--- src/rtl/cra_pkg.sv ---
`timescale 1ns / 1ps
`default_nettype none

package cra_pkg;

   // Operation codes
   localparam logic [3:0] OP_ADD   = 4'd0;
   localparam logic [3:0] OP_SUB   = 4'd1;
   localparam logic [3:0] OP_MUL   = 4'd2;
   localparam logic [3:0] OP_DIV   = 4'd3;
   localparam logic [3:0] OP_NEG   = 4'd4;
   localparam logic [3:0] OP_GT    = 4'd5;
   localparam logic [3:0] OP_EQ    = 4'd6;
   localparam logic [3:0] OP_FLOOR = 4'd7;
   localparam logic [3:0] OP_IQUO  = 4'd8;
   localparam logic [3:0] OP_IREM  = 4'd9;

   // Error codes
   localparam logic [1:0] ERR_NONE = 2'd0;
   localparam logic [1:0] ERR_OVF  = 2'd1;
   localparam logic [1:0] ERR_DIVZ = 2'd2;

   localparam int QUEUE_DEPTH = 2;

   // Classified item as it travels from the front end to the back end
   typedef struct packed {
      logic [3:0]         op;
      logic signed [31:0] a_num;
      logic [30:0]        a_den;
      logic signed [31:0] b_num;
      logic [30:0]        b_den;
      logic               binary;
      logic [1:0]         err;
   } cra_item_type;

endpackage

`default_nettype wire

--- src/rtl/cra_front.sv ---
`timescale 1ns / 1ps
`default_nettype none

module cra_front
   import cra_pkg::*;
(
   input  wire logic               req_valid,
   output logic                    req_ready,
   input  wire logic [3:0]         req_operation,
   input  wire logic signed [31:0] req_a_num,
   input  wire logic [30:0]        req_a_den,
   input  wire logic signed [31:0] req_b_num,
   input  wire logic [30:0]        req_b_den,
   input  wire logic               queue_full,
   output logic                    push,
   output cra_item_type            push_item
);

   logic binary;
   logic divz;

   always_comb begin
      binary = (req_operation inside {OP_ADD, OP_SUB, OP_MUL, OP_DIV, OP_GT, OP_EQ});
      divz   = 1'b0;
      if (req_operation <= OP_FLOOR) begin
         // zero denominators read by the operation, or a zero divisor
         divz = (req_a_den == '0) || (binary && (req_b_den == '0)) ||
                ((req_operation == OP_DIV) && (req_b_num == '0));
      end else if (req_operation inside {OP_IQUO, OP_IREM}) begin
         divz = (req_b_num == '0);
      end
   end

   assign req_ready = !queue_full;
   assign push      = req_valid && !queue_full;

   always_comb begin
      push_item.op     = req_operation;
      push_item.a_num  = req_a_num;
      push_item.a_den  = req_a_den;
      push_item.b_num  = req_b_num;
      push_item.b_den  = req_b_den;
      push_item.binary = binary;
      push_item.err    = divz ? ERR_DIVZ : ERR_NONE;
   end

endmodule

`default_nettype wire

--- config.mk ---
export PLATFORM = sky130hd
export DESIGN_NAME = cra_front
export DESIGN_NICKNAME = d
export VERILOG_FILES = /design/src/rtl/cra_pkg.sv /design/src/rtl/cra_front.sv
export SDC_FILE = /design/constraint.sdc
export NUM_CORES = 1
export LEC_CHECK = 0
export BUFFER_PORTS_ARGS = -buffer_cell sky130_fd_sc_hd__buf_2
export CORE_AREA = 2 2 105 107
export DETAILED_ROUTE_END_ITERATION = 12
export DIE_AREA = 0 0 107 109
export PLACE_DENSITY = 0.48
export RECOVER_POWER = 25
export SETUP_SLACK_MARGIN = 0.2
export SYNTH_ARGS = -nofsm -noshare
export SYNTH_HDL_FRONTEND = slang
export SYNTH_SLANG_ARGS = --single-unit
--- constraint.sdc ---
create_clock -name vclk -period 1.26
set_input_delay 0.063 -clock vclk [all_inputs]
set_output_delay 0.063 -clock vclk [all_outputs]
set_load 0.02 [all_outputs]
==> results.json <==
{
  "status": "complete, but fails checks",
  "violations": "negative setup slack",
  "drtPass1Iterations": 4,
  "setup_tns_ns": -0.0226,
  "start_util_pct": 11.9,
  "port_buffers": 202,
  "ir_drop_mv": 0.0943,
  "syn_area_mm2": 0.00126,
  "start_kind": "input pin",
  "place_congestion": 0.644,
  "core_area_mm2": 0.0106,
  "fin_crit_ns": 1.28,
  "yosysWarningCount": 0,
  "synth-xor-area-share_pct": 0.696,
  "synth_top_family_by_area": "buffers and inverters",
  "grt_antenna_before_repair": 1,
  "num_vias": 1330,
  "crit_path_start": "req_b_num[28]",
  "synthMuxAreaShare_pct": 0,
  "multi_input_area_um2": 314,
  "finalCritPeriodShare_pct": 102,
  "hpwl_um": 4610,
  "fin_cells": 390,
  "p_per_area_mw_per_mm2": 411,
  "cp_slowest_cell": "nor4_4",
  "preCtsSetupSlack_ns": -0.217,
  "rows": 38,
  "dieArea_mm2": 0.0117,
  "cp.depth": 7,
  "endpoint_kind": "output pin",
  "synth_cell_types": 14,
  "post_cts_buffers": 0,
  "vias_per_cell": 3.41,
  "p_leak_nw": 0.892,
  "path_class": "in2out",
  "cp_top_family": "simple AND/OR/NAND/NOR gates",
  "syn_nets": 307,
  "diodes": 0,
  "synth_adder_area_share_pct": 0,
  "grt_pass1_wl_um": 6300,
  "ys_seq_area_share_pct": 0,
  "hp-class": "in2out",
  "hold_viol": 0,
  "grtUsageTotal_pct": 7.09,
  "fin_area_mm2": 0.00157,
  "grt_max_degree": 7,
  "crit_end": "push_item[1]",
  "die_h_um": 109,
  "cpPeakStageDelay_ns": 0.26,
  "totalWireLength_um": 4940,
  "rsz0062_at_grt": "true",
  "crit_buf_inv": 3,
  "p_total_mw": 0.646,
  "drv_cap": 0,
  "slew_violations": 0,
  "n_fill_cell": 1211,
  "drc": 0,
  "final_nets": 384,
  "die_w_um": 107,
  "drive_gt1_share_pct": 86.8,
  "ios": 267,
  "worst_slack_ns": -0.0226,
  "overflow": 0,
  "regArea_um2": 0,
  "ant_nets": 0,
  "grt_pass1_vias": 1166,
  "synthToLayoutAreaGrowth_pct": 24.8,
  "nClkBuffers": 0,
  "wl_per_cell_um": 12.7,
  "fmax_mhz": 780,
  "postCtsHoldBufs": 0,
  "setup_viol": 1,
  "drtIter0Drc": 14,
  "post_dp_cell_area_mm2": 0.00150,
  "arrival_ns": 1.22,
  "dp_cells": 390,
  "synthSimpleGateAreaFrac_pct": 17.3,
  "synth_compound_area_share_pct": 2.09,
  "cp.required_ns": 1.20,
  "avgSynthCellArea_um2": 7.19,
  "syn_inst": 175,
  "cp_max_fo": 2,
  "min_path_cells": 0,
  "worstPathCellList": "buf_8 -> nor4_4 -> buf_4 -> nand4_1 -> nor4_2 -> a211o_1 -> buf_6",
  "flops_and_latches": 0
}
through the flow:
stage	hold WS [ns]	utilization (%)
2_1_floorplan	0.203	-
3_3_place_gp	0.126	14.2
3_5_place_dp	0.126	14.2
4_1_cts	0.126	14.7
5_1_grt	0.126	14.8
6_report	0.126	14.8
layout by cell type (no fill, tap or decap), types with 2 or more instances in the layout:
master   instances
buf_4            6
buf_6            2
nor2_2           2
buf_2          198
nor4_1          17
nand4_1          5
nor4_2           6
a21oi_1          2
power breakdown:
part	internal, mW	leakage, nW	total, mW	switching [mW]
Sequential	0	0	0	0
Combinational	0.254	0.892	0.646	0.392
Clock	0	0	0	0
Total	0.254	0.892	0.646	0.392
per-layer routing:
| metal | GRT usage, % | vias to the layer above | wire length [µm] |
|---|---|---|---|
| li1 | - | 609 | - |
| met1 | 7.04 | 575 | 1590 |
| met2 | 14.1 | 120 | 2580 |
| met3 | 1.73 | 24 | 560 |
| met4 | 2.78 | 2 | 191 |
| met5 | 0 | - | 16 |
cells by family (layout without fill, tap and decap cells):
family / Yosys count / count (layout)
other: 1 / 1
AOI/OAI and AO/OA: 4 / 4
xor gates and xnor gates: 1 / 1
buffers and inverters: 134 / 209
and+or+nand+nor: 35 / 35
area by class of cell:
class	instances	share of cell area, %
well taps	140	11.2
inverters	1	0.239
multi-input cells	41	20.0
repair buffers	208	68.6
how the worst min path moves through the flow:
stage | start | end
finish | req_a_num[17] | push_item[114]
global route | req_a_num[17] | push_item[114]
CTS | req_a_num[3] | push_item[100]
detailed placement | req_a_num[3] | push_item[100]
global placement | req_a_num[3] | push_item[100]
floorplan | queue_full | req_ready
what timing repair did:
item                                    CTS  global route
pin swaps                                 3             3
endpoints found under the setup margin    1             1
gates resized for setup                   9             4
Yosys cell counts:
cell / instances / area, µm²
nor2b_1: 1 / 6.26
nand2_4: 1 / 11.3
conb_1: 1 / 3.75
a211o_1: 1 / 8.76
nor4_1: 24 / 150
nand2_1: 1 / 3.75
or4_1: 1 / 7.51
inv_1: 1 / 3.75
buf_4: 133 / 998
xnor2_1: 1 / 8.76
a211oi_1: 1 / 7.51
nand4_1: 5 / 31.3
nor2_1: 2 / 7.51
a21oi_1: 2 / 10.0
Power figures use the tool's default switching activity.
