==> config.mk <==
export PLATFORM = sky130hd
export DESIGN_NAME = cra_fifo
export DESIGN_NICKNAME = d
export VERILOG_FILES = /design/src/rtl/cra_pkg.sv /design/src/rtl/cra_fifo.sv
export SDC_FILE = /design/constraint.sdc
export NUM_CORES = 1
export LEC_CHECK = 0
export BUFFER_PORTS_ARGS = -buffer_cell sky130_fd_sc_hd__buf_4
export CAP_MARGIN = 30
export CELL_PAD_IN_SITES_DETAIL_PLACEMENT = 1
export CELL_PAD_IN_SITES_GLOBAL_PLACEMENT = 1
export CORE_AREA = 2 2 162 164
export CTS_CLUSTER_SIZE = 14
export DETAILED_ROUTE_END_ITERATION = 10
export DIE_AREA = 0 0 164 166
export PLACE_DENSITY_LB_ADDON = 0.08
export SKIP_LAST_GASP = 1
export SYNTH_ARGS = -nofsm -noshare
export SYNTH_HDL_FRONTEND = slang
export SYNTH_SLANG_ARGS = --single-unit
==> constraint.sdc <==
create_clock -name clock -period 6.5 [get_ports clock]
set_clock_uncertainty 0.05 [all_clocks]
set_input_delay 0.325 -clock clock [delete_from_list [all_inputs] [get_ports clock]]
set_output_delay 0.325 -clock clock [all_outputs]
set_load 0.02 [all_outputs]
==> src/rtl/cra_pkg.sv <==
`timescale 1ns / 1ps
`default_nettype none

package cra_pkg;

   // Operation codes
   localparam logic [3:0] OP_ADD   = 4'd0;
   localparam logic [3:0] OP_SUB   = 4'd1;
   localparam logic [3:0] OP_MUL   = 4'd2;
   localparam logic [3:0] OP_DIV   = 4'd3;
   localparam logic [3:0] OP_NEG   = 4'd4;
   localparam logic [3:0] OP_GT    = 4'd5;
   localparam logic [3:0] OP_EQ    = 4'd6;
   localparam logic [3:0] OP_FLOOR = 4'd7;
   localparam logic [3:0] OP_IQUO  = 4'd8;
   localparam logic [3:0] OP_IREM  = 4'd9;

   // Error codes
   localparam logic [1:0] ERR_NONE = 2'd0;
   localparam logic [1:0] ERR_OVF  = 2'd1;
   localparam logic [1:0] ERR_DIVZ = 2'd2;

   localparam int QUEUE_DEPTH = 2;

   // Classified item as it travels from the front end to the back end
   typedef struct packed {
      logic [3:0]         op;
      logic signed [31:0] a_num;
      logic [30:0]        a_den;
      logic signed [31:0] b_num;
      logic [30:0]        b_den;
      logic               binary;
      logic [1:0]         err;
   } cra_item_type;

endpackage

`default_nettype wire

==> src/rtl/cra_fifo.sv <==
`timescale 1ns / 1ps
`default_nettype none

module cra_fifo
   import cra_pkg::*;
#(
   parameter int Depth = QUEUE_DEPTH
) (
   input  wire logic         clock,
   input  wire logic         reset,
   input  wire logic         push,
   input  wire cra_item_type push_item,
   output logic              full,
   input  wire logic         pop,
   output cra_item_type      pop_item,
   output logic              empty
);

   localparam int PtrW = (Depth > 1) ? $clog2(Depth) : 1;
   localparam int CntW = $clog2(Depth + 1);

   cra_item_type        mem_ff [Depth];
   logic [PtrW-1:0]     wr_ptr_ff, wr_ptr_in;
   logic [PtrW-1:0]     rd_ptr_ff, rd_ptr_in;
   logic [CntW-1:0]     count_ff, count_in;

   assign full     = (count_ff == CntW'(Depth));
   assign empty    = (count_ff == '0);
   assign pop_item = mem_ff[rd_ptr_ff];

   always_comb begin
      wr_ptr_in = wr_ptr_ff;
      rd_ptr_in = rd_ptr_ff;
      count_in  = count_ff;
      if (push) begin
         wr_ptr_in = (wr_ptr_ff == PtrW'(Depth - 1)) ? '0 : wr_ptr_ff + 1'b1;
      end
      if (pop) begin
         rd_ptr_in = (rd_ptr_ff == PtrW'(Depth - 1)) ? '0 : rd_ptr_ff + 1'b1;
      end
      if (push && !pop) begin
         count_in = count_ff + 1'b1;
      end else if (pop && !push) begin
         count_in = count_ff - 1'b1;
      end
   end

   always_ff @(posedge clock) begin
      if (reset) begin
         wr_ptr_ff <= '0;
         rd_ptr_ff <= '0;
         count_ff  <= '0;
      end else begin
         wr_ptr_ff <= wr_ptr_in;
         rd_ptr_ff <= rd_ptr_in;
         count_ff  <= count_in;
      end
   end

   always_ff @(posedge clock) begin
      if (push) begin
         mem_ff[wr_ptr_ff] <= push_item;
      end
   end

endmodule

`default_nettype wire

==> out/metrics.csv, run 1 <==
metric,value,unit
Residual DRC,0,
achievable frequency,336,MHz
Congestion Overflow GR,0,
Die ar.,0.0272,mm^2
crit path max fanout,58,
final RePlAce weighted congestion,0.729,
RSZ-0062 raised after global routing,no,
synthesized area,0.0101,mm^2
port bufs,271,
Post-DP HPWL,13500,um
CTS resizes,0,
status,completed,
Worst Tran Pin Value,0.937,ns
setup TNS,0,ns
syn nets,574,
Initial Util,0.394,
Vias per Instance,4.55,
DIE WIDTH,164,um
Peak VDD IR,239,uV
final setup fails,0,
Pins Over Slew Limit,0,
fillers,2285,
max_slew headroom,0.376,
CTS buffer count,29,
Clock Tree Buf Depth,3,
# rows,59,
"Seq/Total Area, Yosys",0.802,
Max Cap Viol,0,
setup repair bufs after CTS,0,
routed via count,5561,
Worst Hold Class,input pin to register,
Clock Root Buffer,clkbuf_16,
vias in the first global route,6187,
Die Height,166,um
global-route wire length before repair,33900,um
CP Capture Type,primary output,
Post-Syn Area per Cell,23.1,um^2
library cells used by synthesis,16,
"CTS clk-pin slew, worst paths",0.06,ns
Multi-input gate area,0.00187,mm^2
post-synthesis instance total,436,
Final Critical Period,2.98,ns
TritonCTS clock tree,done,
drt wl/cell,18.0,um
Setup crit start kind,register,
share of cells above drive strength 1,0.510,
initial antenna violation count,0,
number of DRC markers in iteration 0,212,
Ys Warns,0,
fin crit share,0.458,
"Data arrival, critical path",2.60,ns
final net count,1003,
Clock Latency Late Sink,0.52,ns
number of diodes,0,
WL final,21900,um
DRT Pass-1 Iters,4,
clock sinks,271,
htree depth,1,
crit path kind,register to primary output,
post-synth top area share,0.792,
Critical Path RT,6.12,ns
largest net degree at the start of global routing,71,
final std cells w/o fill,1221,
Total GRT Usage,0.160,
hold_buf cts,134,
largest cells by area after synthesis,"edfxtp_1 (79%), mux2_4 (10%), mux2_2 (7.0%), buf_6 (1.0%), dfxtp_1 (0.99%)",
pwr dens,296,mW/mm^2
antenna-violating nets left,0,
Pleak,5.74,nW
IO Count,272,
Synth area leader,edfxtp_1,
endpoints failing hold,0,
Core Area,0.0256,mm^2
Storage cell area,0.00809,mm^2
"FF+latch count, synth",271,
layout overhead on the synthesized area,47.0,%
placed cells,1032,
layout by cell type (no fill, tap or decap):
cell,n
dlygate4sd3_1,134
a21oi_1,1
mux2_4,70
buf_4,276
nor2b_1,1
dfxtp_1,4
inv_1,1
clkbuf_1,5
buf_16,3
nor2b_4,1
dfxtp_4,1
mux2_2,63
clkinv_1,10
nor2_1,5
bufinv_16,5
clkbuf_16,29
xnor2_1,2
edfxtp_1,266
o21ai_0,1
or3_1,1
clkinv_2,3
and2_4,1
xor2_1,2
ha_1,1
synth_stat cells:
cell      number
mux2_2        63
edfxtp_1     266
o21ai_0        1
or3_1          1
nor2b_1        2
inv_1          1
ha_1           1
buf_6          9
a21oi_1        1
and2_1         1
nor2_1         5
xor2_1         2
xnor2_1        2
mux2_4        70
dfxtp_1        5
buf_2          6
path summary, 6_finish.rpt:
path | start | slack [ns] | depth (start not counted) | to
setup / recovery | register | 3.52 | 4 | pop_item[131]
hold / removal | pop | 0.02 | 3 | rd_ptr_ff
setup reg to reg | wr_ptr_ff | 4.29 | 3 | mem_ff[1][102]
hold reg to reg | count_ff[1] | 0.46 | 2 | count_ff[1]
layout make-up:
cell class / instances / share of cell area
well taps: 335 / 0.0283
clock buffers: 34 / 0.0502
multi-input cells: 149 / 0.126
repair buffers: 413 / 0.236
inverters: 1 / 0.000253
flip-flops and latches: 271 / 0.546
clock inverters: 18 / 0.0137
where the power goes:
group | internal, W | switching [W]
Sequential | 0.00204 | 0.0000271
Combinational | 0.000352 | 0.000327
Clock | 0.00101 | 0.000630
through the flow:
step / total power, W / setup WS (ns) / util / hold WS [ns] / instance area, um^2
floorplan: 0.00246 / 2.21 / - / 0.344 / 10100
global placement: 0.00270 / 3.68 / 0.486 / 0.429 / 12500
detailed placement: 0.00272 / 3.64 / 0.486 / 0.447 / 12500
CTS: 0.00444 / 3.08 / 0.576 / 0.000896 / 14700
global route: 0.00455 / 3.36 / 0.579 / 0.0125 / 14800
finish: 0.00438 / 3.52 / 0.579 / 0.0234 / 14800
sequential cells by signal, summed over array words and instances (netlist names), named ones only:
register	flops
count_ff	2
wr_ptr_ff	1
mem_ff	266
rd_ptr_ff	1
worst max-delay path, cell delays in order, from the launching register on:
cell and delay [ns]:
dfxtp_4 0.39, buf_16 0.32, buf_4 0.71, mux2_2 0.42, buf_4 0.17
metal layers:
| metal | GRT usage | vias up | part of all wire |
|---|---|---|---|
| met5 | 0 | - | 0 |
| met4 | 0.0370 | 0 | 0.016 |
| met3 | 0.0475 | 28 | 0.084 |
| met2 | 0.278 | 196 | 0.50 |
| met1 | 0.195 | 2747 | 0.40 |
| li1 | - | 2590 | - |
cell families after synthesis:
family / after synthesis / synth area share
adder cells (fa/ha/maj): 1 / 0.00124
AO/OA/AOI/OAI: 2 / 0.000992
buffers and inverters: 16 / 0.0134
AND/OR/NAND/NOR: 9 / 0.00434
multiplexers: 133 / 0.175
flip-flops: 271 / 0.802
XOR/XNOR: 4 / 0.00347
(Power assumes the default switching activity.)
==> inputs of run 2 (changes only) <==
- clock period: 6.5 -> 2.57 ns (I/O delays scaled with it)
==> run 2 against run 1 <==
Power rose to 2.5 times the previous value. Clock power rose to 2.5 times the previous value. Die area did not move. Register-to-register slack got worse by 3.2 ns. Largest cell class unchanged. Highest routed layer unchanged. Final cell count rose by 0.33%. Critical endpoint is now pop_item[102]. Critical path type unchanged. Routed wire length rose by 4.3%.
==> out/metrics.csv, run 2 (same netlist as run 1, synthesis figures left out) <==
metric,value,unit,change
"CTS clk-pin slew, worst paths",0.06,ns,about the same
htree depth,1,,unchanged
Logic pwr share,0.156,,about the same
most common cell type on the critical path,buf_4,,
Post-DP HPWL,14200,um,+5.1%
max FFs per register,266,,unchanged
hold_ws,0.0561,ns,+0.0327 ns
DRT Pass-1 Iters,4,,unchanged
Clock Latency Late Sink,0.53,ns,about the same
TritonCTS clock tree,done,,
clock sinks,271,,unchanged
GR Util met2,0.294,,+0.0157
antenna-violating nets left,0,,unchanged
vias in the first global route,6257,,+1.1%
final setup fails,0,,unchanged
largest registers,"mem_ff (266), count_ff (2)",,
CTS resizes,0,,unchanged
"Critical Path, Cell by Cell","buf_4, mux2_4, buf_4",,
Core Area,0.0256,mm^2,unchanged
fillers,2290,,+0.22%
hold_buf cts,136,,+1.5%
global-route wire length before repair,35100,um,+3.6%
crit path max fanout,33,,-43%
Largest Register,mem_ff,,
fin crit share,0.904,,
P_int,0.00854,W,+150%
Multi-input gate area,0.00187,mm^2,unchanged
Die Height,166,um,unchanged
Peak VDD IR,566,uV,+140%
IO Count,272,,unchanged
"commonest non-fill, non-tap cell in the layout",buf_4,,
RSZ-0062 raised after global routing,no,,
share of cells above drive strength 1,0.513,,+0.00333
Die ar.,0.0272,mm^2,unchanged
placed inst area,0.0126,mm^2,+0.85%
endpoints failing hold,0,,unchanged
"delay-heaviest family, CP",flip-flops,,
Pins Over Slew Limit,0,,unchanged
Storage cell area,0.00809,mm^2,about the same
Worst Tran Pin Value,0.562,ns,-0.375 ns
routed via count,5574,,+0.23%
Final Critical Period,2.32,ns,
number of DRC markers in iteration 0,203,,-4.2%
most frequent cells in the layout,"buf_4 (274), edfxtp_1 (266), dlygate4sd3_1 (136), mux2_4 (70), mux2_2 (63)",,
Setup crit start kind,register,,
# rows,59,,unchanged
layout overhead on the synthesized area,47.5,%,
CTS buffer count,30,,+3.4%
CP Buf/Inv Count,2,,-1
achievable frequency,430,MHz,
largest net degree at the start of global routing,71,,unchanged
fin area,0.0149,mm^2,+0.30%
CP max-delay cell,dfxtp_4,,
Total GRT Usage,0.167,,+0.00681
busiest grt layer,met2,,
port bufs,271,,unchanged
Residual DRC,0,,unchanged
Sw Pwr,0.00254,W,+160%
sw frac,0.229,,+0.00461
CP max stage delay,0.68,ns,-0.03 ns
Max Cap Viol,0,,unchanged
pwr dens,745,mW/mm^2,+150%
Initial Util,0.394,,unchanged
grt met1 use,0.201,,+0.00576
Congestion Overflow GR,0,,unchanged
setup repair bufs after CTS,0,,unchanged
status,completed,,
"Data arrival, critical path",2.15,ns,-0.45 ns
number of diodes,0,,unchanged
Clock Root Buffer,clkbuf_16,,
drt wl/cell,18.7,um,+4.0%
max_slew headroom,0.626,,+0.250
WL final,22900,um,+4.3%
DIE WIDTH,164,um,unchanged
CP Capture Type,primary output,,
Critical Path RT,2.39,ns,-3.73 ns
final net count,1007,,+0.40%
met3 Use GR,0.0457,,-0.00175
initial antenna violation count,0,,unchanged
Worst Hold Class,input pin to register,,
final RePlAce weighted congestion,0.717,,-1.7%
Clk pwr share,0.370,,-0.003
Vias per Instance,4.55,,about the same
sequential share of power,0.474,,+0.002
Pleak,5.76,nW,+0.38%
Clock Tree Buf Depth,3,,unchanged
crit path kind,register to primary output,,
run 2: changes by cell type in the layout (fill, tap and decap cells not counted), moves of 2 or more:
cell,delta
dlygate4sd3_1,+2
buf_12,+6
buf_4,-2
clkinv_2,+2
bufinv_16,-2
buf_16,-3
clkinv_1,-3
clkbuf_16,+2
run 2: routing by layer:
| layer | vias to the layer above | part of all wire |
|---|---|---|
| li1 | 2592 | - |
| met1 | 2744 | 0.40 |
| met2 | 202 | 0.51 |
| met3 | 36 | 0.074 |
| met4 | 0 | 0.020 |
| met5 | - | 0 |
run 2: area by class of cell:
class	instances	share of cell area
well taps	335	0.0282
repair buffers	416	0.238
flip-flops and latches	271	0.544
clock buffers	37	0.0537
inverters	1	0.000252
clock inverters	16	0.0101
multi-input cells	149	0.126
run 2: power groups by stage:
stage          registers (W)  logic (W)  clock network [W]
2_1_floorplan        0.00531   0.000892                  0
6_report             0.00525    0.00172            0.00410
5_1_grt              0.00528    0.00183            0.00440
3_3_place_gp         0.00533    0.00153                  0
3_5_place_dp         0.00535    0.00156                  0
4_1_cts              0.00526    0.00174            0.00421
run 2: tightest hold or removal path, delay by kind of cell:
family / cells / cell delay, ns
adders and majority gates: 1 / 0.19
buffers and inverters: 1 / 0.11
xor gates and xnor gates: 1 / 0.09
and+or+nand+nor: 1 / 0.09
run 2: path summary, 6_finish.rpt:
path	startpoint	to	slack [ns]	depth (start not counted)
setup / recovery	register	pop_item[102]	0.25	3
hold / removal	push	count_ff[0]	0.06	4
setup reg to reg	wr_ptr_ff	mem_ff[1][89]	1.09	2
hold reg to reg	count_ff[1]	count_ff[1]	0.47	2
run 2: metrics by stage:
step	worst slack (ns)	util	setup TNS, ns	power, W	instances
after global placement	0.797	0.491	0	0.00686	1036
final	0.246	0.581	0	0.0111	1225
after global routing	0.134	0.581	0	0.0115	1225
after detailed placement	0.753	0.491	0	0.00691	1036
after CTS	0.172	0.581	0	0.0112	1225
after floorplan	-0.199	-	-26.47	0.00620	436
